File: src/rtl/assert_macros.svh
// Assertion macros for the RTL of the button press classifier.
`ifndef ASSERT_MACROS_SVH
`define ASSERT_MACROS_SVH
`ifndef SYNTHESIS
// Check a property on every rising edge while out of reset.
`define ASSERT_AT(lbl, clk, rst_n, prop) \
	lbl: assert property (@(posedge clk) disable iff (!rst_n) prop) \
	else $error("%m: property failed");
// Check that a condition never holds on a rising edge while out of reset.
`define ASSERT_NEVER(lbl, clk, rst_n, expr) \
	lbl: assert property (@(posedge clk) disable iff (!rst_n) !(expr)) \
	else $error("%m: forbidden condition seen");
`else
`define ASSERT_AT(lbl, clk, rst_n, prop)
`define ASSERT_NEVER(lbl, clk, rst_n, expr)
`endif
`endif

File: src/rtl/mbpc_pkg.sv
// Types, constants and codes shared by the button press classifier modules.
package mbpc_pkg;

	localparam int NUM_BUTTONS = 7;
	localparam int COUNT_WIDTH = 16;
	localparam int THR_WIDTH   = 16;
	localparam int FIELD_WIDTH = 7;
	localparam int CMP_WIDTH   = (COUNT_WIDTH > THR_WIDTH) ? COUNT_WIDTH : THR_WIDTH;

	typedef logic [NUM_BUTTONS-1:0] btn_vec_t;
	typedef logic [FIELD_WIDTH-1:0] field_t;
	typedef logic [COUNT_WIDTH-1:0] cnt_t;
	typedef logic [THR_WIDTH-1:0]   thr_t;
	typedef logic                   reg_idx_t;

	localparam cnt_t CNT_MAX = '1;

	// Press phase codes; the fourth code is treated as idle.
	localparam logic [1:0] PH_IDLE  = 2'd0;
	localparam logic [1:0] PH_SHORT = 2'd1;
	localparam logic [1:0] PH_LONG  = 2'd2;

	// Register indexes of the configuration port.
	localparam reg_idx_t REG_SHORT_THR = 1'b0;
	localparam reg_idx_t REG_LONG_THR  = 1'b1;

	localparam thr_t SHORT_THR_RST = THR_WIDTH'(25);
	localparam thr_t LONG_THR_RST  = THR_WIDTH'(120);

	// Shared command from the merge stage to every lane.
	typedef struct packed {
		logic update;
		logic clear;
	} lane_ctrl_t;

	// What one lane found for the current item.
	typedef struct packed {
		logic short_hit;
		logic long_hit;
	} lane_report_t;

	// All lanes' findings gathered for the merge stage.
	typedef struct packed {
		btn_vec_t short_hit;
		btn_vec_t long_hit;
	} lane_hits_t;

	typedef struct packed {
		field_t short_press;
		field_t long_press;
		logic   lockout;
	} result_t;

endpackage

File: src/rtl/mbpc_lane.sv
// One button lane: hold counter and press phase machine.
module mbpc_lane (
	input  logic                  clk,
	input  logic                  arst_n,
	input  logic                  pressed,
	input  mbpc_pkg::thr_t        short_thr,
	input  mbpc_pkg::thr_t        long_thr,
	input  mbpc_pkg::lane_ctrl_t  ctrl,
	output mbpc_pkg::lane_report_t report
);
	import mbpc_pkg::*;

	logic [1:0] phase_q;
	logic [1:0] phase_d;
	cnt_t       count_q;
	cnt_t       count_d;
	cnt_t       count_inc;
	logic       over_short;
	logic       over_long;

	// Saturating increment, then compare against both thresholds.
	assign count_inc  = (count_q == CNT_MAX) ? count_q : count_q + COUNT_WIDTH'(1);
	assign over_short = CMP_WIDTH'(count_inc) > CMP_WIDTH'(short_thr);
	assign over_long  = CMP_WIDTH'(count_inc) > CMP_WIDTH'(long_thr);

	always_comb begin
		phase_d          = PH_IDLE;
		count_d          = count_inc;
		report.short_hit = 1'b0;
		report.long_hit  = 1'b0;
		unique case (phase_q)
			PH_SHORT: begin
				if (pressed) begin
					phase_d = over_long ? PH_LONG : PH_SHORT;
				end else begin
					count_d          = '0;
					report.short_hit = 1'b1;
				end
			end
			PH_LONG: begin
				if (pressed) begin
					phase_d = PH_LONG;
				end else begin
					count_d         = '0;
					report.long_hit = 1'b1;
				end
			end
			default: begin
				if (pressed) begin
					phase_d = over_short ? PH_SHORT : PH_IDLE;
				end else begin
					count_d = '0;
				end
			end
		endcase
	end

	always_ff @(posedge clk or negedge arst_n) begin
		if (!arst_n) begin
			phase_q <= PH_IDLE;
			count_q <= '0;
		end else if (ctrl.update) begin
			if (ctrl.clear) begin
				phase_q <= PH_IDLE;
				count_q <= '0;
			end else begin
				phase_q <= phase_d;
				count_q <= count_d;
			end
		end
	end

endmodule

File: src/rtl/mbpc_merge.sv
// Merge stage: lockout tracking, global machine clear and pulse gating.
module mbpc_merge (
	input  logic                 clk,
	input  logic                 arst_n,
	input  logic                 accept,
	input  mbpc_pkg::btn_vec_t   levels,
	input  mbpc_pkg::lane_hits_t hits,
	output mbpc_pkg::lane_ctrl_t ctrl,
	output mbpc_pkg::result_t    result
);
	import mbpc_pkg::*;

	logic lock_q;
	logic lock_d;
	logic multi;
	logic pulse_any;

	// Two or more pressed buttons leave a bit after dropping the lowest one.
	assign multi     = |(levels & (levels - NUM_BUTTONS'(1)));
	assign lock_d    = multi | (lock_q & (levels != '0));
	assign pulse_any = |(hits.short_hit | hits.long_hit);

	assign ctrl.update = accept;
	assign ctrl.clear  = lock_d | pulse_any;

	assign result.short_press = lock_d ? '0 : FIELD_WIDTH'(hits.short_hit);
	assign result.long_press  = lock_d ? '0 : FIELD_WIDTH'(hits.long_hit);
	assign result.lockout     = lock_d;

	always_ff @(posedge clk or negedge arst_n) begin
		if (!arst_n) begin
			lock_q <= 1'b0;
		end else if (accept) begin
			lock_q <= lock_d;
		end
	end

endmodule

File: src/rtl/multi_button_press_classifier.sv
// Top level of the multi-button short/long press classifier.
//   Input channel (in_valid / in_stall): one item per sample tick, carrying
//   the levels of all buttons in button_levels (bit i is button i, 1 pressed).
//   Output channel (out_valid / out_stall): exactly one result item per input
//   item, in order: short_press and long_press hold a one-item pulse for the
//   button released after a short or long hold, lockout is set while a
//   multi-button press lockout is active.
//   Configuration: cfg_wr_en writes cfg_wdata to the threshold selected by
//   cfg_index (0 short, 1 long) at the clock edge; write only while idle.
// Timing:
//   One item per cycle unless the receiver stalls; each result is registered in
//   the output register, or the skid register while the output is held. Every
//   lane updates its counter and phase in the accept cycle, and the merge stage
//   folds all lanes into the shared clear in that same cycle, so the next item can follow at once.
// Stall: an output register plus one skid register hold finished results;
//   in_stall rises only when both are full, so one more item is taken after
//   the receiver stalls.
// Reset: arst_n clears all phases, counters, the lockout flag and the output
//   queue, and loads thresholds of 25 and 120 ticks.
module multi_button_press_classifier (
	input  logic                 clk,
	input  logic                 arst_n,
	input  logic                 in_valid,
	output logic                 in_stall,
	input  mbpc_pkg::field_t     button_levels,
	output logic                 out_valid,
	input  logic                 out_stall,
	output mbpc_pkg::field_t     short_press,
	output mbpc_pkg::field_t     long_press,
	output logic                 lockout,
	input  logic                 cfg_wr_en,
	input  mbpc_pkg::reg_idx_t   cfg_index,
	input  mbpc_pkg::thr_t       cfg_wdata
);
	import mbpc_pkg::*;

	`include "assert_macros.svh"

	thr_t         short_thr_q;
	thr_t         long_thr_q;
	btn_vec_t     levels;
	logic         accept;
	lane_ctrl_t   ctrl;
	lane_hits_t   hits;
	lane_report_t reports [NUM_BUTTONS];
	result_t      result;
	result_t      out_q;
	result_t      skid_q;
	logic         out_valid_q;
	logic         skid_valid_q;
	logic         out_take;

	// Threshold registers; an index outside the list is dropped.
	always_ff @(posedge clk or negedge arst_n) begin
		if (!arst_n) begin
			short_thr_q <= SHORT_THR_RST;
			long_thr_q  <= LONG_THR_RST;
		end else if (cfg_wr_en) begin
			unique case (cfg_index)
				REG_SHORT_THR: short_thr_q <= cfg_wdata;
				REG_LONG_THR:  long_thr_q  <= cfg_wdata;
				default: ;
			endcase
		end
	end

	// Take an item whenever the skid register is free.
	assign in_stall = skid_valid_q;
	assign accept   = in_valid & ~skid_valid_q;
	assign levels   = NUM_BUTTONS'(button_levels);

	// One lane per button, all driven by the shared merge command.
	for (genvar i = 0; i < NUM_BUTTONS; i++) begin : g_lane
		mbpc_lane u_lane (
			.clk       (clk),
			.arst_n    (arst_n),
			.pressed   (levels[i]),
			.short_thr (short_thr_q),
			.long_thr  (long_thr_q),
			.ctrl      (ctrl),
			.report    (reports[i])
		);
		assign hits.short_hit[i] = reports[i].short_hit;
		assign hits.long_hit[i]  = reports[i].long_hit;
	end

	// Fold lane findings into the lockout flag, the clear and the result item.
	mbpc_merge u_merge (
		.clk    (clk),
		.arst_n (arst_n),
		.accept (accept),
		.levels (levels),
		.hits   (hits),
		.ctrl   (ctrl),
		.result (result)
	);

	// Output register with a skid stage behind it.
	assign out_take = out_valid_q & ~out_stall;

	always_ff @(posedge clk or negedge arst_n) begin
		if (!arst_n) begin
			out_valid_q  <= 1'b0;
			skid_valid_q <= 1'b0;
		end else if (out_take || !out_valid_q) begin
			// Refill the output register, draining the skid first.
			out_valid_q  <= skid_valid_q | accept;
			skid_valid_q <= 1'b0;
		end else if (accept) begin
			// Output held: park the new item in the skid register.
			skid_valid_q <= 1'b1;
		end
	end

	always_ff @(posedge clk) begin
		if (out_take || !out_valid_q) begin
			out_q <= skid_valid_q ? skid_q : result;
		end
		if (accept && out_valid_q && !out_take) begin
			skid_q <= result;
		end
	end

	assign out_valid   = out_valid_q;
	assign short_press = out_q.short_press;
	assign long_press  = out_q.long_press;
	assign lockout     = out_q.lockout;

	`ASSERT_NEVER(a_skid_without_out, clk, arst_n, skid_valid_q && !out_valid_q)
	`ASSERT_NEVER(a_short_and_long, clk, arst_n, out_valid && |(short_press & long_press))
	`ASSERT_AT(a_one_pulse, clk, arst_n, out_valid |-> $onehot0({short_press, long_press}))
	`ASSERT_AT(a_lock_no_pulse, clk, arst_n, (out_valid && lockout) |-> ({short_press, long_press} == '0))
	`ASSERT_AT(a_lock_clears, clk, arst_n, (accept && result.lockout) |-> ctrl.clear)

endmodule
File: config.mk
export PLATFORM = sky130hd
export DESIGN_NAME = multi_button_press_classifier
export DESIGN_NICKNAME = d
export VERILOG_FILES = /design/src/rtl/mbpc_pkg.sv /design/src/rtl/mbpc_lane.sv /design/src/rtl/mbpc_merge.sv /design/src/rtl/multi_button_press_classifier.sv
export VERILOG_INCLUDE_DIRS = /design/src /design/src/rtl
export SDC_FILE = /design/constraint.sdc
export NUM_CORES = 1
export LEC_CHECK = 0
export ABC_AREA = 1
export CAP_MARGIN = 5
export CORE_ASPECT_RATIO = 1.4
export CORE_UTILIZATION = 53
export CTS_BUF_LIST = sky130_fd_sc_hd__clkbuf_4
export DETAILED_ROUTE_END_ITERATION = 10
export DONT_BUFFER_PORTS = 1
export GPL_TIMING_DRIVEN = 0
export PLACE_DENSITY_LB_ADDON = 0.05
export SYNTH_ARGS = -nofsm -noshare
export SYNTH_HDL_FRONTEND = slang
export SYNTH_HIERARCHICAL = 1
export SYNTH_SLANG_ARGS = --single-unit
File: constraint.sdc
create_clock -name clk -period 2.6 [get_ports clk]
set_input_delay 0 -clock clk [delete_from_list [all_inputs] [get_ports clk]]
set_output_delay 0 -clock clk [all_outputs]
set_load 0.1 [all_outputs]
# --- Word level (Yosys, flattened, before mapping) ---
# Cells that the tools add are included.
word_totals:
  input_bits: 29
  reg_bits: 191
  wordCells: 186
classes:
  order_cmp: 14
  n_reduce_logical: 11
  bitwise_logic: 11
  mux: 96
  addsub: 8
  eq_ne: 21
op_table:
  columns: ["cell", "count"]
  rows:
  - ["2-to-1 mux 16 bit", 21]
  - ["> comparator 16 bit", 14]
  - ["adder 16 x 1 -> 16 bit, second input constant", 7]
  - ["equality test 16 bit, second input constant", 7]
  - ["2-to-1 mux 2 bit", 35]
  - ["2-to-1 mux 1 bit", 30]
  - ["case mux 2 bit (2 select lines)", 7]
  - ["2-to-1 mux 15 bit", 1]
  - ["equality test 2 x 1 -> 1 bit, second input constant", 7]
  - ["equality test 2 bit, second input constant", 7]
  - ["2-to-1 mux 7 bit", 2]
  - ["OR reduction 7 bit", 2]
  - ["bitwise AND 7 bit", 1]
  - ["OR 7 bit", 1]
  - ["nonzero test 7 bit", 1]
  - ["subtractor 7 x 1 -> 7 bit, second input constant", 1]
  - ["AND reduction 2 bit", 2]
  - ["bitwise AND 1 bit", 3]
  - ["NOT 1 bit", 3]
  - ["OR 1 bit", 3]
  - ["logical AND 1 bit", 2]
  - ["logical NOT 1 bit", 2]
  - ["nonzero test 2 bit", 1]
  - ["logical OR 1 bit", 1]

# --- Longest topological paths before layout ---
depth:
  depth_word: 7
  mapped_depth: 22
  mapped_depth_nobuf: 22

# --- Cells and area by module ---
# Netlist, hierarchy kept.
modules_own_cells:
  columns: ["mod", "area_per_inst_um2", "cells_each", "n_inst"]
  rows:
  - ["mbpc_lane at g_lane[2].u_lane ...", 2078.2, 304, 3]
  - ["mbpc_lane at g_lane[1].u_lane ...", 2045.7, 300, 2]
  - ["multi_button_press_classifier", 2479.9, 228, 1]
  - ["mbpc_lane at g_lane[0].u_lane", 2069.5, 303, 1]
  - ["mbpc_lane at g_lane[4].u_lane", 2047.0, 300, 1]
  - ["mbpc_merge", 421.7, 69, 1]

# --- Least setup slack after synthesis ---
# Ideal clock, no wire load.
synth_path:
  kind: "register to register"
  from: "register out_valid_q (netlist: out_valid)"
  to: "register skid_q[0] in the netlist's numbering (enable)"
  path_buffers: 0
  synth_period_minus_slack_ns: 3.079
  setup_ns: 0.406
  required_time_ns: 2.194
  path_stages_with_launch: 3
  arrival_ns: 2.674
  slack_ns: -0.479
  cell_sequence: "dfrtp_1 -> nand2_1 -> nor3_1"
synth_between:
  elab_chain_len: 3
  elab_cells_between_ends: 4
  classes_between: "bitwise (1); reduce/logical (3)"
synth_lines:
  columns: ["element", "line_no", "source"]
  rows:
  - ["start: declaration", "multi_button_press_classifier.sv:49", "logic out_valid_q;"]
  - ["start signal: assignment", "multi_button_press_classifier.sv:107", "out_valid_q <= skid_valid_q | accept;"]
  - ["bitwise AND 1 bit", "multi_button_press_classifier.sv:99", "assign out_take = out_valid_q & ~out_stall;"]
  - ["logical NOT 1 bit", "multi_button_press_classifier.sv:119", "if (accept && out_valid_q && !out_take) begin"]
  - ["logical AND 1 bit (*)", "multi_button_press_classifier.sv:119", null]
  - ["end signal: assignment", "multi_button_press_classifier.sv:120", "skid_q <= result;"]
  - ["end: declaration", "multi_button_press_classifier.sv:48", "result_t skid_q;"]
# Every way passes the cells marked *; elsewhere a longest branch is shown, timed or not.
# A chain may end at the register's enable or synchronous reset.

# --- Worst setup path after layout ---
layout_path:
  from: "register g_lane[1].u_lane.count_q[1]"
  to: "register g_lane[1].u_lane.phase_q[0]"
layout_between:
  elab_chain_len: 7
  elab_cells_between_ends: 11
  classes_between: "add/sub (1); order compare (2); eq/ne (1); mux (7)"
layout_lines:
  columns: ["element", "line_no", "source"]
  rows:
  - ["start: declaration", "mbpc_lane.sv:15", "cnt_t count_q;"]
  - ["start signal: assignment", "mbpc_lane.sv:68", "count_q <= count_d;"]
  - ["adder 16 x 1 -> 16 bit / equality test 16 bit (equally long branches)", "mbpc_lane.sv:22", "assign count_inc = (count_q == CNT_MAX) ? count_q : count_q + COUNT_WIDTH'(1);"]
  - ["2-to-1 mux 16 bit (*)", "mbpc_lane.sv:22", null]
  - ["> comparator 16 bit, on equally long branches", "mbpc_lane.sv:23, mbpc_lane.sv:24", null]
  - ["2-to-1 mux 1 bit / 2-to-1 mux 2 bit (equally long branches)", "mbpc_lane.sv:50, mbpc_lane.sv:34", null]
  - ["2-to-1 mux 2 bit, on equally long branches", "mbpc_lane.sv:49, mbpc_lane.sv:33", null]
  - ["case mux 2 bit (2 select lines) (*)", "mbpc_lane.sv:31", "unique case (phase_q)"]
  - ["2-to-1 mux 2 bit (*)", "mbpc_lane.sv:63", "if (ctrl.clear) begin"]
  - ["end signal: assignment", "mbpc_lane.sv:67", "phase_q <= phase_d;"]
  - ["end: declaration", "mbpc_lane.sv:13", "logic [1:0] phase_q;"]
# Marked as above.

==> results.json <==
{
  "outcome": "finished, violations left",
  "violations": "hold timing, setup timing",
  "finalSetupTns_ns": -0.0349,
  "grt_pass1_vias": 15200,
  "path_cells": "ha_4, nand2_4, nor3_4, nand2_2, nor3_4, inv_1, o21ai_2, inv_2, ha_1, nand4_1, nor3_2, a31oi_1, nand2_1, nand2_1, nand2_1, nand2_1",
  "insertion_delay_ns": 0.67,
  "powerDensity_nw_per_um2": 326,
  "seq_area_frac_synth_pct": 28.5,
  "critPathKind": "flop to flop",
  "area_growth_pct": 20.9,
  "fp.dieArea_sq_um": 33500,
  "slew_violations": 0,
  "vias_per_cell": 5.38,
  "synth-seq-cells": 191,
  "ys.flop_type": "dfrtp_1",
  "fill_cells": 2784,
  "synthesis.nets": 2686,
  "wl_per_cell_microns": 17.3,
  "worst_ep_arrival_time_ns": 3.19,
  "yosysTopAreaCell": "dfrtp_1",
  "yosys.area.top_type_share_pct": 22.2,
  "rr_worst_depth": 16,
  "htree_num_levels": 4,
  "tritoncts": "yes",
  "finalHoldViolCount": 161,
  "coreArea_sq_um": 32300,
  "cap_viol_max_count": 0,
  "cp_common_cell": "nand2_1",
  "finClkSkew_ns": 0.0281,
  "hpwl_microns": 35600,
  "grt_first_pass_wirelength_microns": 79400,
  "synthArstFlopShare_pct": 84.3,
  "grt_usage_pct": 30.9,
  "die_h_microns": 216,
  "grt_overflow": 0,
  "synth.area.top_cells": "dfrtp_1 22%, ha_1 18%, nand2_1 15%, inv_1 10%, edfxtp_1 5.2%",
  "drive_gt1_share_pct": 20.7,
  "rsz0062_at_grt": "true",
  "end_kind": "flop",
  "r2r_start": "g_lane[1].u_lane/count_q[1]$_DFFE_PN0P_",
  "final_common_cell": "nand2_1",
  "grt_max_degree": 162,
  "dp_slack_ns": -0.897,
  "setup_viol": 2,
  "initial_utilization_pct": 53.7,
  "synth_area_sq_um": 17300,
  "finalCritPeriodShare_pct": 101,
  "dpl-instance-area_sq_um": 17900,
  "fin_area_sq_um": 21000,
  "max_stage_delay_ns": 0.44,
  "postRouteAntennaNets": 0,
  "ys_types": 48,
  "drc": 0,
  "antenna_found_initial": 3,
  "die_w_microns": 155,
  "drt_iter0_markers": 1067,
  "ys_warn_count": 6,
  "slowest_stage": "dfrtp_1",
  "min_period_ns": 2.62,
  "cts_hold_buffers": 54,
  "wirelength_microns": 52500,
  "hold_path_class": "input port to async pin",
  "required_ns": 3.17,
  "clockRootBuffer": "clkbuf_4",
  "vias": 16400,
  "numClockSinks": 191,
  "numPortBuffers": 0,
  "start_kind": "flop",
  "io-pin-count": 46,
  "tightest_slew_ns": 0.884,
  "syn_inst": 2412,
  "clock.fmax_ghz": 0.381,
  "cts_buffers": 17,
  "firstDrtPassIters": 5,
  "avgSynthCellArea_sq_um": 7.19,
  "cellLeakagePower_nw": 11.2,
  "worstReg2RegEnd": "g_lane[1].u_lane/phase_q[0]$_DFFE_PN0P_",
  "layout_common_cells": "619 x nand2_1, 430 x inv_1, 214 x ha_1",
  "ir_worst_vdd_uv": 301,
  "gp_congestion": 0.900,
  "synth_edf_count": 30,
  "final_nets": 2858,
  "clkTransAtPathRegs_ns": 0.18,
  "num_rows": 78,
  "relSlewSlack_pct": 41.2,
  "critPathMaxFanout": 3,
  "clock_path_buffers": 2,
  "r2r_setup_slack_ns": -0.02,
  "worst_slack_ns": -0.0222,
  "fin_hold_ws_ns": -1.00
}
-- repair_timing --
item / in CTS / in global routing
setup buffers: 28 / 69
endpoints found under the setup margin: 141 / 55
pin swaps: 9 / 117
endpoints found under the hold margin: 381 / 161
gates cloned: 1 / 3
gates resized for setup: 53 / 290
-- registers in the layout, indices dropped and copies added, names as in the netlist, 7 cells and up --
| register | count |
|---|---|
| short_thr_q | 16 |
| long_thr_q | 16 |
| g_lane.u_lane/phase_q | 14 |
| skid_q | 15 |
| long_press | 7 |
| short_press | 7 |
| g_lane.u_lane/count_q | 112 |
-- cells by family after synthesis --
logic type,Yosys count,synth area share [%]
AND/OR/NAND/NOR,1119,29.3
buffers and inverters,508,11.6
adder cells (fa/ha/maj),245,17.7
AO/OA/AOI/OAI,283,9.57
XOR/XNOR,66,3.33
flip-flops,191,28.5
-- cell usage after synthesis (12+ instances only) --
cell type / instances
a21oi_1: 106
a22o_1: 16
buf_4: 15
dfrtp_1: 154
edfxtp_1: 30
ha_1: 245
inv_1: 462
inv_2: 12
nand2_1: 675
nand2_2: 29
nand3_1: 88
nand3_2: 14
nand4_1: 39
nor2_1: 148
nor2_2: 23
nor2_4: 16
nor3_1: 42
nor3_2: 13
o21ai_0: 70
o21ai_1: 18
o21ai_2: 16
o22ai_1: 21
xor2_1: 63
-- layer usage --
layer  track usage, %  wire length, microns  part of all wire (%)  vias to the layer above
met5                0                     0                     0                        -
met4             12.2                  2090                   4.0                        0
met3             3.94                  3090                   5.9                      116
met2             52.7                 25400                    48                      508
met1             39.3                 21900                    42                     7693
li1                 -                     -                     -                     8038
-- through the flow --
stage | utilization [%] | instances | total power (W)
6_report | 64.9 | 3040 | 0.00685
3_3_place_gp | 55.4 | 2852 | 0.00473
2_1_floorplan | - | 2412 | 0.00431
4_1_cts | 59.4 | 2967 | 0.00675
3_5_place_dp | 55.4 | 2852 | 0.00477
5_1_grt | 64.9 | 3040 | 0.00720
-- worst max path at each step --
| stage | start | end | depth (start not counted) |
|---|---|---|---|
| after floorplan | in_stall$_DFFE_PN0P_ | g_lane[1].u_lane/phase_q[0]$_DFFE_PN0P_ | 12 |
| after global placement | in_stall$_DFFE_PN0P_ | g_lane[1].u_lane/phase_q[0]$_DFFE_PN0P_ | 12 |
| after detailed placement | in_stall$_DFFE_PN0P_ | g_lane[3].u_lane/phase_q[0]$_DFFE_PN0P_ | 12 |
| after CTS | in_stall$_DFFE_PN0P_ | g_lane[4].u_lane/phase_q[0]$_DFFE_PN0P_ | 12 |
| after global routing | g_lane[1].u_lane/count_q[1]$_DFFE_PN0P_ | g_lane[1].u_lane/phase_q[0]$_DFFE_PN0P_ | 16 |
| final | g_lane[1].u_lane/count_q[1]$_DFFE_PN0P_ | g_lane[1].u_lane/phase_q[0]$_DFFE_PN0P_ | 16 |
-- power by group --
part | total [W] | leakage [nW] | switching [W] | internal (W)
logic | 0.00135 | 8.61 | 0.000818 | 0.000528
clock network | 0.00182 | 0.163 | 0.00121 | 0.000618
registers | 0.00368 | 2.44 | 0.000532 | 0.00314
total | 0.00685 | 11.2 | 0.00256 | 0.00429
-- area by class of cell --
class                           instances  area (sq um)  share of cell area [%]
Tap cell                              440           551                    2.62
Inverter                              475          1800                    8.59
Antenna cell                            3          7.51                  0.0358
Sequential cell                       191          4970                    23.7
Timing Repair inverter                  2          12.5                  0.0596
Timing Repair Buffer                  152          1360                    6.50
Buffer                                 32           260                    1.24
Clock inverter                         14           169                   0.805
Multi-Input combinational cell       1713         11700                    55.8
Clock buffer                           18           135                   0.644
-- worst max-delay path: cells and delay by family (launching register included) --
kind            cells  cell delay, ns
compound gates      2            0.26
flops               1            0.44
buf+inv             2            0.16
simple gates       10            1.18
fa+ha+maj           2            0.46
Power figures use the tool's default switching activity.
